`config.mk`:
```
export PLATFORM = sky130hd
export DESIGN_NAME = gat_argmax
export DESIGN_NICKNAME = d
export VERILOG_FILES = /design/src/rtl/core/gat_pkg.sv /design/src/rtl/core/gat_argmax.sv
export SDC_FILE = /design/constraint.sdc
export NUM_CORES = 1
export LEC_CHECK = 0
export BUFFER_PORTS_ARGS = -buffer_cell sky130_fd_sc_hd__buf_4
export CORE_MARGIN = 3
export CORE_UTILIZATION = 47
export CTS_CLUSTER_SIZE = 8
export DETAILED_ROUTE_END_ITERATION = 16
export PLACE_DENSITY = 0.77
export SLEW_MARGIN = 20
export SYNTH_ARGS = -nofsm -noshare
export SYNTH_HDL_FRONTEND = slang
export SYNTH_SLANG_ARGS = --single-unit
export TNS_END_PERCENT = 100
```
`constraint.sdc`:
```
create_clock -name clk_i -period 3.6 [get_ports clk_i]
set_input_delay 0.72 -clock clk_i [delete_from_list [all_inputs] [get_ports clk_i]]
set_output_delay 0.72 -clock clk_i [all_outputs]
set_load 0.005 [all_outputs]
```
`src/rtl/core/gat_pkg.sv`:
```
// gat_pkg: shared types and constants for the grouped argmax table.
// No dependencies; imported by gat_argmax and grouped_argmax_table.
`timescale 1ns / 1ps

package gat_pkg;

  localparam int ITEM_W  = 10;
  localparam int GROUP_W = 4;
  localparam int SCORE_W = 27;

  localparam int ITEMS_DEF      = 1024;
  localparam int GROUPS_DEF     = 16;
  localparam int SCORE_BITS_DEF = 27;

  typedef enum logic [1:0] {
    CMD_LOAD   = 2'd0,
    CMD_CHANGE = 2'd1,
    CMD_QUERY  = 2'd2
  } cmd_e;

  typedef enum logic [2:0] {
    ST_CLEAR,
    ST_IDLE,
    ST_CHG,
    ST_SCAN,
    ST_DRAIN,
    ST_DONE
  } state_e;

  typedef struct packed {
    cmd_e                 cmd;
    logic [ITEM_W-1:0]    item;
    logic [GROUP_W-1:0]   group;
    logic [SCORE_W-1:0]   score;
  } gat_in_t;

  typedef struct packed {
    logic [ITEM_W-1:0] best_item;
    logic              found;
  } gat_out_t;

  typedef struct packed {
    logic clear;
    logic sample;
  } scan_ctl_t;

endpackage

```
`src/rtl/core/gat_argmax.sv`:
```
// gat_argmax: running best-score register and compare unit used by a query scan.
// Depends on gat_pkg.
`timescale 1ns / 1ps

module gat_argmax #(
  parameter int ITEMS      = gat_pkg::ITEMS_DEF,
  parameter int SCORE_BITS = gat_pkg::SCORE_BITS_DEF,
  localparam int IDX_W     = $clog2(ITEMS)
) (
  input  logic                  clk_i,
  input  logic                  rst_ni,
  input  gat_pkg::scan_ctl_t    ctl_i,
  input  logic                  match_i,
  input  logic [SCORE_BITS-1:0] score_i,
  input  logic [IDX_W-1:0]      idx_i,
  output logic [IDX_W-1:0]      best_idx_o,
  output logic                  hit_o
);
  import gat_pkg::*;

  logic                  hit_q, hit_d;
  logic [IDX_W-1:0]      best_idx_q, best_idx_d;
  logic [SCORE_BITS-1:0] best_score_q, best_score_d;

  always_comb begin
    hit_d        = hit_q;
    best_idx_d   = best_idx_q;
    best_score_d = best_score_q;
    if (ctl_i.clear) begin
      hit_d = 1'b0;
    end else if (ctl_i.sample && match_i && (!hit_q || (score_i > best_score_q))) begin
      hit_d        = 1'b1;
      best_idx_d   = idx_i;
      best_score_d = score_i;
    end
  end

  always_ff @(posedge clk_i or negedge rst_ni) begin
    if (!rst_ni) begin
      hit_q <= 1'b0;
    end else begin
      hit_q <= hit_d;
    end
  end

  always_ff @(posedge clk_i) begin
    best_idx_q   <= best_idx_d;
    best_score_q <= best_score_d;
  end

  assign hit_o      = hit_q;
  assign best_idx_o = hit_q ? best_idx_q : '0;

endmodule

```
# --- After elaboration in Yosys (flattened, before gate mapping) ---
# Index checks and enable logic that the tools add are counted.
op_classes:
  mux: 3
  n_reduce_logical: 6
  n_bitwise: 1
  n_lt_le_gt_ge: 1
op_table:
  columns: ["op", "count"]
  rows:
  - ["$gt A27 B27 Y1", 1]
  - ["$mux W10", 1]
  - ["$logic_and A1 B1 Y1", 2]
  - ["$mux W1", 2]
  - ["$reduce_and A2 Y1", 1]
  - ["$reduce_bool A2 Y1", 1]
  - ["$logic_not A1 Y1", 1]
  - ["$logic_or A1 B1 Y1", 1]
  - ["$not A1 Y1", 1]
totals:
  in_bits: 42
  register_bits: 38
  wordCells: 14
  out_inout_bits: 11

# --- Depth between registers and ports, before layout ---
# Gate-level depths: netlist (run 1).
logic_depth:
  word_depth: 5
  ltp_mapped: 7
  mapped_depth_nobuf: 7

# --- Worst setup path before layout (run 1) ---
# Ideal clock, no wire load.
synth_timing:
  path_kind: "input to register"
  startpoint: "in ctl_i[0] (netlist name)"
  endpoint: "reg best_idx_q[0] (enable)"
  cell_stages: 2
  t_required_ns: 3.110
  n_path_buf: 0
  slack_ns: -0.509
  arrival_time_ns: 3.619
  setup_ns: 0.490
  cell_sequence: "nand2_1 o311ai_1"
synth_via:
  elab_chain_len: 3
synth_lines:
  columns: ["element", "line_no", "source"]
  rows:
  - ["start, declared", "gat_argmax.sv:12", "input gat_pkg::scan_ctl_t ctl_i,"]
  - ["$logic_and A1 B1 Y1 (2 in a row)", "gat_argmax.sv:31", "end else if (ctl_i.sample && match_i && (!hit_q || (score_i > best_score_q))) begin"]
  - ["$reduce_and A2 Y1 (no line)", null, null]
  - ["end signal, assigned", "gat_argmax.sv:47", "best_idx_q <= best_idx_d;"]
  - ["end, declared", "gat_argmax.sv:22", "logic [IDX_W-1:0] best_idx_q, best_idx_d;"]
# Every way passes these cells.
# A chain may end at the register's enable or synchronous reset.

# --- Worst setup path after layout (run 1) ---
layout_timing:
  startpoint: "in score_i[18]"
  endpoint: "reg best_idx_q[2] (enable)"
layout_via:
  elab_chain_len: 4
layout_lines:
  columns: ["element", "line_no", "source"]
  rows:
  - ["start, declared", "gat_argmax.sv:14", "input logic [SCORE_BITS-1:0] score_i,"]
  - ["$gt A27 B27 Y1", "gat_argmax.sv:31", null]
  - ["$logic_or A1 B1 Y1", "gat_argmax.sv:31", null]
  - ["$logic_and A1 B1 Y1", "gat_argmax.sv:31", null]
  - ["$reduce_and A2 Y1 (no line)", null, null]
# Every way passes these cells.

==> flow_summary.toml, run 1 <==
[synth]
yosys_most_used_dff = "edfxtp_1"
async_flop_share_pct = 2.632
synth_cell_types = 27
synth_area_leaders = "edfxtp_1 58%, ha_1 17%, inv_1 5.4%"
synth_edf_count = 37
yosys.area.top_type = "edfxtp_1"
yosys_warnings = 0
ys_ff_latch = 38
syn-num-nets = 218
synth_compound_area_share_pct = 8.425
synth_area_mm2 = 0.001931
syn_inst = 149
synth-simple-area-share_pct = 9.592
synth.area.mux_share_pct = 0
yosys.area.top_type_share_pct = 57.55
synth-xor-area-share_pct = 0
postSynthAreaPerCell_um2 = 12.96
seq_area_frac_synth_pct = 58.85
yosys.area_share.adder_pct = 17.50
synth_top_family_by_area = "adder cells"

[critical_path]
cp.required_ps = 3620
critical_path_depth = 8
critPathBufInv = 2
cp-end-kind = "flip-flop"
r2r_end = "best_idx_q[2]$_DFFE_PP_"
critPathLaunch = "score_i[18]"
crit_arrival_ps = 2730
critPathTopFamily = "compound AO/OA/AOI/OAI gates"
worstPathCellList = "buf_4, ha_1, a41oi_2, o21ai_1, a221o_1, o311ai_2, o311ai_4, buf_4"
cpMostUsedCell = "buf_4"
startpoint_type = "primary input"
ff2ff_path_depth = 8
r2r_setup_slack_ps = 1080
cp-endpoint = "best_idx_q[2]$_DFFE_PP_"
critPathMaxFanout = 28
cp_slowest_cell = "a221o_1"
crit_type = "primary input to flip-flop"
r2r-start = "best_score_q[18]$_DFFE_PP_"
slowest_delay_ps = 350

[place]
dp_hpwl_um = 3029
place.gp.congestion = 0.8062
place_ws_ps = 568.3
port_buffers = 52

[detailed_routing]
via_count = 1305
initialDrtViolationCount = 48
routed_wl_um = 3755
wl_per_cell_um = 14.61
top_layer = "met4"
wl_met1_um = 1584
antenna_left = 0
routed-wl-met2_um = 1940
dr.pass1.iters = 4
remaining_drc_errors = 0
via_per_inst = 5.078
dr_wl_met3_um = 176

[run_status]
status = "completed"

[floorplanning]
fp.dieW_um = 70.09
pin_count = 53
chipHeight_um = 70.09
core_area_mm2 = 0.003799
initial_core_util_pct = 50.82
die_area_mm2 = 0.004913
rows = 22

[global_routing]
grt_pass1_wl_um = 6292
antenna_found_initial = 0
grt_max_degree = 29
grt_usage_pct = 16.26
grt_pass1_vias = 1399
grt_overflow = 0

[clocking]
htreeDepth = 2
tritoncts = "yes"
path_clk_slew_ps = 80
ctsHoldBuffers = 0
insertion_delay_ps = 290
cts_sinks = 38
cts_buffer_depth = 2
cts-root-buf = "clkbuf_8"
cts_resized = 0
cts_setup_buffers = 0
cts_buffers = 5

[power]
power_frac_seq_pct = 48.0
clkPwrFrac_pct = 40.2
p_switching_uw = 221.7
leakage_nw = 1.163
p_comb_share_pct = 11.9
peakVddDrop_mv = 0.2632
internal-power_uw = 852.7
swShare_pct = 20.64
power_density_mw_per_mm2 = 423.0

[timing]
tns_ps = 0
maxSlewViolCount = 0
worst_slew_pin_slew_ps = 558.6
rsz0062_at_grt = "false"
setup_slack_ps = 885.5
slew_headroom_pct = 62.67
period_minus_slack_ps = 2715
hold_viol = 0
clock_skew_ps = 1.992
fmax_mhz = 368.4
finalSetupViolCount = 0
min_period_over_period_pct = 75.40

[layout]
num-fill-cells = 287
nets = 277
syn_to_final_growth_pct = 31.56
final_common_cell = "buf_4"
final_cell_mix = "53 x buf_4, 37 x edfxtp_1, 28 x inv_1"
antennaDiodeCount = 0
post-route-util_pct = 66.86
drive_gt1_share_pct = 31.10

[hold_path]
hold_class = "primary input to async pin"

[run]
maxCapViolations = 0
layout make-up:
| class | instances | area, um^2 | area share (%) |
|---|---|---|---|
| Clock inverter | 3 | 68.82 | 2.709 |
| Tap cell | 48 | 60.06 | 2.365 |
| Timing Repair Buffer | 53 | 397.9 | 15.67 |
| Multi-Input combinational cell | 82 | 703.2 | 27.68 |
| Inverter | 28 | 105.1 | 4.138 |
| Sequential cell | 38 | 1136 | 44.73 |
| Clock buffer | 5 | 68.82 | 2.709 |
registers in the layout, indices dropped and copies added, names as in the netlist:
signal and count:
hit_o 1, best_score_q 27, best_idx_q 10
Yosys cell counts, types with 2 or more instances:
master,n
a21o_1,2
a21oi_1,10
and2_1,10
edfxtp_1,37
ha_1,27
inv_1,28
nand2_1,5
nand3_1,4
nand4_1,5
nor2_1,3
o21ai_0,2
power groups by stage:
| stage | Combinational (mW) | Sequential (mW) | Clock [mW] |
|---|---|---|---|
| 6_report | 0.127 | 0.515 | 0.431 |
| 5_1_grt | 0.144 | 0.517 | 0.458 |
| 4_1_cts | 0.129 | 0.516 | 0.437 |
| 3_5_place_dp | 0.128 | 0.526 | 0 |
| 3_3_place_gp | 0.122 | 0.525 | 0 |
| 2_1_floorplan | 0.0621 | 0.524 | 0 |
how the worst min path moves through the flow:
stage                       from                 to  slack, ps
after floorplan           rst_ni  hit_o$_DFFE_PN0P_        420
after global placement    rst_ni  hit_o$_DFFE_PN0P_        500
after detailed placement  rst_ni  hit_o$_DFFE_PN0P_        500
after CTS                 rst_ni  hit_o$_DFFE_PN0P_        180
after global routing      rst_ni  hit_o$_DFFE_PN0P_        170
final                     rst_ni  hit_o$_DFFE_PN0P_        190
layer usage:
metal | track usage (%) | vias to the layer above
met1 | 19.41 | 606
met3 | 4.317 | 7
met4 | 5.106 | 0
met5 | 0 | -
li1 | - | 659
met2 | 28.44 | 33
through the flow:
step	total power [mW]	cell area (um^2)	hold WS, ps	instances
5_1_grt	1.119	2540	173.8	257
2_1_floorplan	0.5856	1938	424.4	149
3_3_place_gp	0.6461	2402	499.5	249
4_1_cts	1.082	2540	181.7	257
6_report	1.074	2540	191.1	257
3_5_place_dp	0.6539	2402	498.9	249
logic make-up (layout without fill, tap and decap cells):
group                    Yosys count  after routing
AO/OA/AOI/OAI                     23             23
adder cells (fa/ha/maj)           27             27
buffers and inverters             29             89
flip-flops                        38             38
AND/OR/NAND/NOR                   32             32
Note: power is estimated with default switching activity, not from simulation.
==> run 2, diff against run 1 <==
==> constraint.sdc (replaced) <==
create_clock -name clk_i -period 2.2 [get_ports clk_i]
set_input_delay 0.44 -clock clk_i [delete_from_list [all_inputs] [get_ports clk_i]]
set_output_delay 0.44 -clock clk_i [all_outputs]
set_load 0.005 [all_outputs]
==> run 2 against run 1 <==
- the flow now finishes with violations (setup timing)
- final area rose by 7.1%
- sequential power rose by 64%
- core utilization rose by 4.7 points
- largest cell class unchanged
==> flow_summary.toml, run 2 (synthesis results as in run 1) <==
[run_status]
status = "complete, but fails checks"
violations = "setup timing"

[critical_path]
cp-end-kind = "flip-flop"
critPathMaxFanout = 23
startpoint_type = "flip-flop"
crit_arrival_ps = 2260
crit_type = "flip-flop to flip-flop"
cp.required_ps = 2240

[place]
place_ws_ps = -151.0
post-place-cells = 253
dp_hpwl_um = 3231
place.gp.congestion = 0.8035
port_buffers = 52
dpl-instance-area_mm2 = 0.002597

[floorplanning]
initial_core_util_pct = 50.82
core_area_mm2 = 0.003799
rows = 22
fp.dieW_um = 70.09
pin_count = 53
chipHeight_um = 70.09
die_area_mm2 = 0.004913

[timing]
fmax_mhz = 450.8
rsz0062_at_grt = "true"
worst_slew_pin_slew_ps = 373.1
setup_slack_ps = -18.08
period_minus_slack_ps = 2218
hold_viol = 0
tns_ps = -298.9
finalSetupViolCount = 23
clock_skew_ps = 7.748
maxSlewViolCount = 0
slew_headroom_pct = 74.91
min_period_over_period_pct = 100.8

[global_routing]
grt_overflow = 0
grt_usage_pct = 16.99
grt_pass1_wl_um = 6637
antenna_found_initial = 0
grt_pass1_vias = 1484
grt_max_degree = 24

[power]
p_comb_share_pct = 16.1
leakage_nw = 1.167
power_frac_seq_pct = 53.6
power_density_mw_per_mm2 = 578.5
swShare_pct = 22.12
p_switching_uw = 348.1
peakVddDrop_mv = 0.3428
internal-power_mw = 1.226
clkPwrFrac_pct = 30.3

[layout]
final_cell_mix = "55 x buf_4, 37 x edfxtp_1, 26 x inv_1"
syn_to_final_growth_pct = 40.89
largest_register = "best_score_q"
finalInstanceArea_mm2 = 0.002720
nets = 282
fin_cells = 262
drive_gt1_share_pct = 38.79
antennaDiodeCount = 0
largest_reg_flops = 27
num-fill-cells = 264
final_common_cell = "buf_4"
seqCellArea_mm2 = 0.001136
multi_input_area_um2 = 865.8

[run]
maxCapViolations = 0

[detailed_routing]
via_per_inst = 5.279
routed_wl_um = 3944
via_count = 1383
remaining_drc_errors = 0
dr.pass1.iters = 4
initialDrtViolationCount = 58
wl_per_cell_um = 15.05
antenna_left = 0

[clocking]
tritoncts = "yes"
cts_buffer_depth = 2
cts-root-buf = "clkbuf_8"
path_clk_slew_ps = 70
insertion_delay_ps = 280
htreeDepth = 2
cts_buffers = 5
cts_setup_buffers = 0
cts_sinks = 38

[hold_path]
hold_class = "primary input to flip-flop"
run 2: final cells by class:
cell class / instances / area share (%)
clock buffer: 8 / 3.312
tap: 48 / 2.208
timing repair buffer: 58 / 17.02
inverter: 28 / 3.864
multi-input combinational: 82 / 31.83
sequential: 38 / 41.77
run 2: power groups by stage:
| stage | combinational (mW) | sequential, mW | clock (mW) |
|---|---|---|---|
| after floorplan | 0.118 | 0.856 | 0 |
| after global placement | 0.234 | 0.858 | 0 |
| after detailed placement | 0.251 | 0.860 | 0 |
| after CTS | 0.256 | 0.844 | 0.494 |
| after global routing | 0.285 | 0.846 | 0.532 |
| final | 0.254 | 0.844 | 0.476 |
run 2: what timing repair did:
action                     4_1_cts  5_1_grt
setup endpoints to repair       37       37
hold buffers                     1        0
gates resized for setup          4        1
hold endpoints to repair         1        0
run 2: worst max-delay path, cell delays in order (launching register included):
cell and delay [ps]:
edfxtp_1 370, inv_1 90, ha_4 200, nand4_1 190, nor2_1 80, a221o_1 390
o311ai_4 250, o311ai_4 190, buf_12 210
run 2: layer usage:
| metal | up-vias | share of wire [%] | track usage (%) |
|---|---|---|---|
| met3 | 8 | 7.2 | 5.468 |
| met2 | 44 | 55 | 31.06 |
| met1 | 660 | 37 | 18.97 |
| met5 | - | 0 | 0 |
| li1 | 671 | - | - |
| met4 | 0 | 1.1 | 4.255 |
run 2: final timing paths:
kind,start,endpoint,slack (ps),depth (start not counted)
max in group asynchronous,rst_ni,hit_o$_DFFE_PN0P_,1640,2
max reg2reg,best_score_q[21]$_DFFE_PP_,best_score_q[23]$_DFFE_PP_,-20,8
min,idx_i[5],best_idx_q[5]$_DFFE_PP_,340,1
min in group asynchronous,rst_ni,hit_o$_DFFE_PN0P_,480,2
max,best_score_q[21]$_DFFE_PP_,best_score_q[23]$_DFFE_PP_,-20,8
min reg2reg,hit_o$_DFFE_PN0P_,hit_o$_DFFE_PN0P_,830,2
run 2: stage by stage:
stage          util [%]  hold slack, ps  total power [mW]
2_1_floorplan         -           144.4            0.9736
3_5_place_dp      68.38           216.6             1.111
4_1_cts           71.44           322.6             1.595
6_report          71.61           335.7             1.574
5_1_grt           71.61           312.9             1.663
3_3_place_gp      68.38           219.4             1.092
